### src/gdsfcr_ram.sv
// Generic simple dual-port RAM: one write port, one read port, registered read.
// No dependencies.
module gdsfcr_ram #(
    parameter int WIDTH = 8,
    parameter int DEPTH = 64
) (
    input  logic                     i_clk,
    input  logic                     i_we,
    input  logic [$clog2(DEPTH)-1:0] i_waddr,
    input  logic [WIDTH-1:0]         i_wdata,
    input  logic [$clog2(DEPTH)-1:0] i_raddr,
    output logic [WIDTH-1:0]         o_rdata
);

    logic [WIDTH-1:0] r_mem [DEPTH];
    logic [WIDTH-1:0] r_rdata;

    always_ff @(posedge i_clk) begin
        if (i_we) begin
            r_mem[i_waddr] <= i_wdata;
        end
        r_rdata <= r_mem[i_raddr];
    end

    assign o_rdata = r_rdata;

endmodule

### config.mk
export PLATFORM = sky130hd
export DESIGN_NAME = gdsfcr_ram
export DESIGN_NICKNAME = d
export VERILOG_FILES = /design/src/gdsfcr_ram.sv
export SDC_FILE = /design/constraint.sdc
export NUM_CORES = 1
export LEC_CHECK = 0
export ABC_CLOCK_PERIOD_IN_PS = 2000
export BUFFER_PORTS_ARGS = -buffer_cell sky130_fd_sc_hd__clkbuf_2
export CAP_MARGIN = 15
export CORE_ASPECT_RATIO = 1.75
export CORE_MARGIN = 1.5
export CORE_UTILIZATION = 50
export DETAILED_ROUTE_END_ITERATION = 16
export PLACE_DENSITY = 0.68
export SLEW_MARGIN = 20
export SYNTH_ARGS = -nofsm -noshare
export SYNTH_HDL_FRONTEND = slang
export SYNTH_SLANG_ARGS = --single-unit
### constraint.sdc
create_clock -name i_clk -period 2 [get_ports i_clk]
set_input_delay 0.4 -clock i_clk [delete_from_list [all_inputs] [get_ports i_clk]]
set_output_delay 0.4 -clock i_clk [all_outputs]
set_load 0.01 [all_outputs]
==> impl_metrics.json <==
{
  "drtAntennaViolNets": 0,
  "grt.total_usage_pct": 23.3,
  "ctsHoldBuffers": 0,
  "grt_pass1_wl_mm": 68.7,
  "synth-edff-count": 512,
  "instances_no_fill": 1638,
  "switchingPower_mw": 4.42,
  "gp_congestion": 0.847,
  "viasPerCell": 6.02,
  "tightest_slew_ns": 0.738,
  "post-place-ws_ns": -0.853,
  "worstSetupPathType": "reg2reg",
  "num_io_pins": 30,
  "reg2reg_depth": 5,
  "post_synth_instance_area_um2": 20200,
  "grt_overflow": 0,
  "relSlewSlack_pct": 50.8,
  "postSynthCellCount": 940,
  "clock_latency_ns": 0.56,
  "setup-tns-final_ns": 0,
  "pwr-share-clk_pct": 37.7,
  "antenna_cells": 0,
  "crit_start": "r_mem[29][4]$_DFFE_PP_",
  "synth_xor_area_share_pct": 0,
  "hold_ws_ns": 0.381,
  "ys.flop_type": "edfxtp_1",
  "die_y_um": 269,
  "fmax_ghz": 0.507,
  "core-area_um2": 39900,
  "start_kind": "flip-flop",
  "reg2reg_to": "o_rdata[4]$_DFF_P_",
  "cts.sinks": 520,
  "pwr-share-comb_pct": 5.9,
  "fp.dieArea_um2": 41600,
  "cp.arrival_ns": 2.39,
  "synth_fp_nets": 962,
  "skew_ns": 0.0192,
  "leakage_nw": 7.53,
  "required_ns": 2.42,
  "fill_cells": 2821,
  "async_reset_ff_share_pct": 0,
  "hp-class": "in2reg",
  "multi_input_area_um2": 4370,
  "seq_area_frac_synth_pct": 77.0,
  "die_w_um": 155,
  "via_count": 9854,
  "fp-row-count": 97,
  "synthAdderAreaFrac_pct": 0,
  "start_util_pct": 50.5,
  "ff2ff_setup_slack_ns": 0.03,
  "min-delay-start": "i_wdata[5]",
  "wirelength_mm": 46.3,
  "ff_latch_area_um2": 15500,
  "portBuffers": 29,
  "drv_cap": 0,
  "crit_path_end": "o_rdata[4]$_DFF_P_",
  "yosys_warnings": 0,
  "htree_levels": 2,
  "cts_made_buffers": 44,
  "syn_area_per_cell_um2": 21.5,
  "drv_slew": 0,
  "max-vdd-ir-drop_v": 0.000481,
  "finalHoldViolCount": 0,
  "path_cells": "mux4_2 -> mux2_2 -> o221a_2 -> nor3_4 -> o32ai_1",
  "min_period_ns": 1.97,
  "cpPeakStageDelay_ns": 0.49,
  "switching_share_pct": 20.6,
  "dp.cells": 1564,
  "final_cell_mix": "edfxtp_1, buf_4, mux4_2, nor2_1, clkbuf_16",
  "timing.rr.start": "r_mem[29][4]$_DFFE_PP_",
  "antenna_found_initial": 0,
  "grt_pass1_vias": 10500,
  "hpwl_mm": 31.2,
  "seq_power_share_pct": 56.4,
  "final_common_cell": "edfxtp_1",
  "setup-violations-final": 0,
  "clock_path_buffers": 3,
  "dr.pass1.iters": 5,
  "final_util_pct": 58.2,
  "cp_max_fo": 1,
  "ys_ff_latch": 520,
  "synth_mux_area_share_pct": 15.9,
  "drc": 0,
  "fin_ws_ns": 0.0295,
  "status": "finished clean",
  "wl_per_cell_um": 28.3,
  "p_per_area_nw_per_um2": 922,
  "drtIter0Drc": 792,
  "crit_path_top_delay_cell": "mux4_2",
  "nNetsFinal": 1137,
  "finalCritPeriodShare_pct": 98.5,
  "grt_max_degree": 65,
  "syn2layout_area_growth_pct": 15.2,
  "end_kind": "flip-flop",
  "synth_cell_types": 40,
  "tritoncts": "built",
  "synthSimpleGateAreaFrac_pct": 3.39,
  "p_int_mw": 17.0,
  "clkSlewWorstSetupHoldPaths_ns": 0.07,
  "drive_above_1_share_pct": 33.6,
  "rsz0062_at_grt": "false",
  "synth_top_family_by_area": "multiplexers",
  "root_buffer": "clkbuf_16",
  "synth_compound_area_share_pct": 2.07
}
cells in the mapped netlist (4+ instances only):
cell	instances	area (um2)
edfxtp_1	512	15400
mux4_2	126	2840
nor2_1	83	312
mux2i_1	23	230
nand2_1	19	71.3
clkbuf_1	17	63.8
nor2b_1	14	87.6
buf_4	13	97.6
mux2_2	13	146
nand3_1	13	65.1
buf_2	11	55.1
dfxtp_1	8	160
o221ai_1	8	70.1
o22ai_1	8	50.1
nand2b_1	7	43.8
nor3_1	7	35.0
a221oi_1	6	52.6
a211oi_1	4	30.0
buf_1	4	15.0
buf_6	4	45.0
per-layer routing:
layer  wire (um)  up-vias  GRT usage [%]  part of all wire, %
met5           0        -              0                    0
met4        1710        0           9.80                  3.7
met3        2210       80           2.52                  4.8
met2       26500      343           44.6                   57
met1       15900     5170           26.4                   34
li1            -     4261              -                    -
cell type report:
| cell class | instances | share of cell area, % |
|---|---|---|
| Multi-Input combinational cell | 369 | 18.8 |
| Clock buffer | 57 | 5.08 |
| Timing Repair Buffer | 180 | 5.94 |
| Sequential cell | 520 | 66.9 |
| Tap cell | 495 | 2.67 |
| Clock inverter | 17 | 0.641 |
cells by family (layout without fill, tap and decap cells):
kind of cell,after synthesis,in the layout
AO/OA/AOI/OAI,54,54
multiplexers,162,162
flip-flops,520,520
AND/OR/NAND/NOR,153,153
buffers and inverters,51,254
critical path: cells and delay by family (launching register included):
family / cells / cell delay (ns)
DFF: 1 / 0.38
and+or+nand+nor: 1 / 0.24
muxes: 2 / 0.81
AOI/OAI and AO/OA: 2 / 0.42
how the worst min path moves through the flow:
stage                             end  cells after the start
6_report       r_mem[25][5]$_DFFE_PP_                      2
5_1_grt        r_mem[40][5]$_DFFE_PP_                      2
4_1_cts        r_mem[40][6]$_DFFE_PP_                      2
3_5_place_dp               o_rdata[5]                      1
3_3_place_gp               o_rdata[5]                      1
2_1_floorplan   r_mem[0][0]$_DFFE_PP_                      0
power groups by stage:
| stage | clock network [mW] | logic (mW) | registers (mW) |
|---|---|---|---|
| after floorplan | 0 | 0.645 | 12.3 |
| after global placement | 0 | 1.23 | 12.3 |
| after detailed placement | 0 | 1.25 | 12.3 |
| after CTS | 8.19 | 1.27 | 12.1 |
| after global routing | 8.59 | 1.33 | 12.1 |
| final | 8.08 | 1.26 | 12.1 |
metrics by stage:
| step | power [mW] | area, um2 |
|---|---|---|
| CTS | 21.5 | 23200 |
| detailed placement | 13.6 | 21800 |
| floorplan | 13.0 | 20200 |
| global placement | 13.6 | 21800 |
| global route | 22.0 | 23200 |
| finish | 21.4 | 23200 |
state kept, by name (all words and copies together) (netlist names):
signal / flops
o_rdata: 8
r_mem: 512
timing repair:
item	4_1_cts	5_1_grt
gates resized for setup	5	3
setup endpoints to repair	4	3
hold endpoints to repair	0	0
buffers inserted	0	0
pin swaps	0	0
Note: power is estimated with default switching activity, not from simulation.
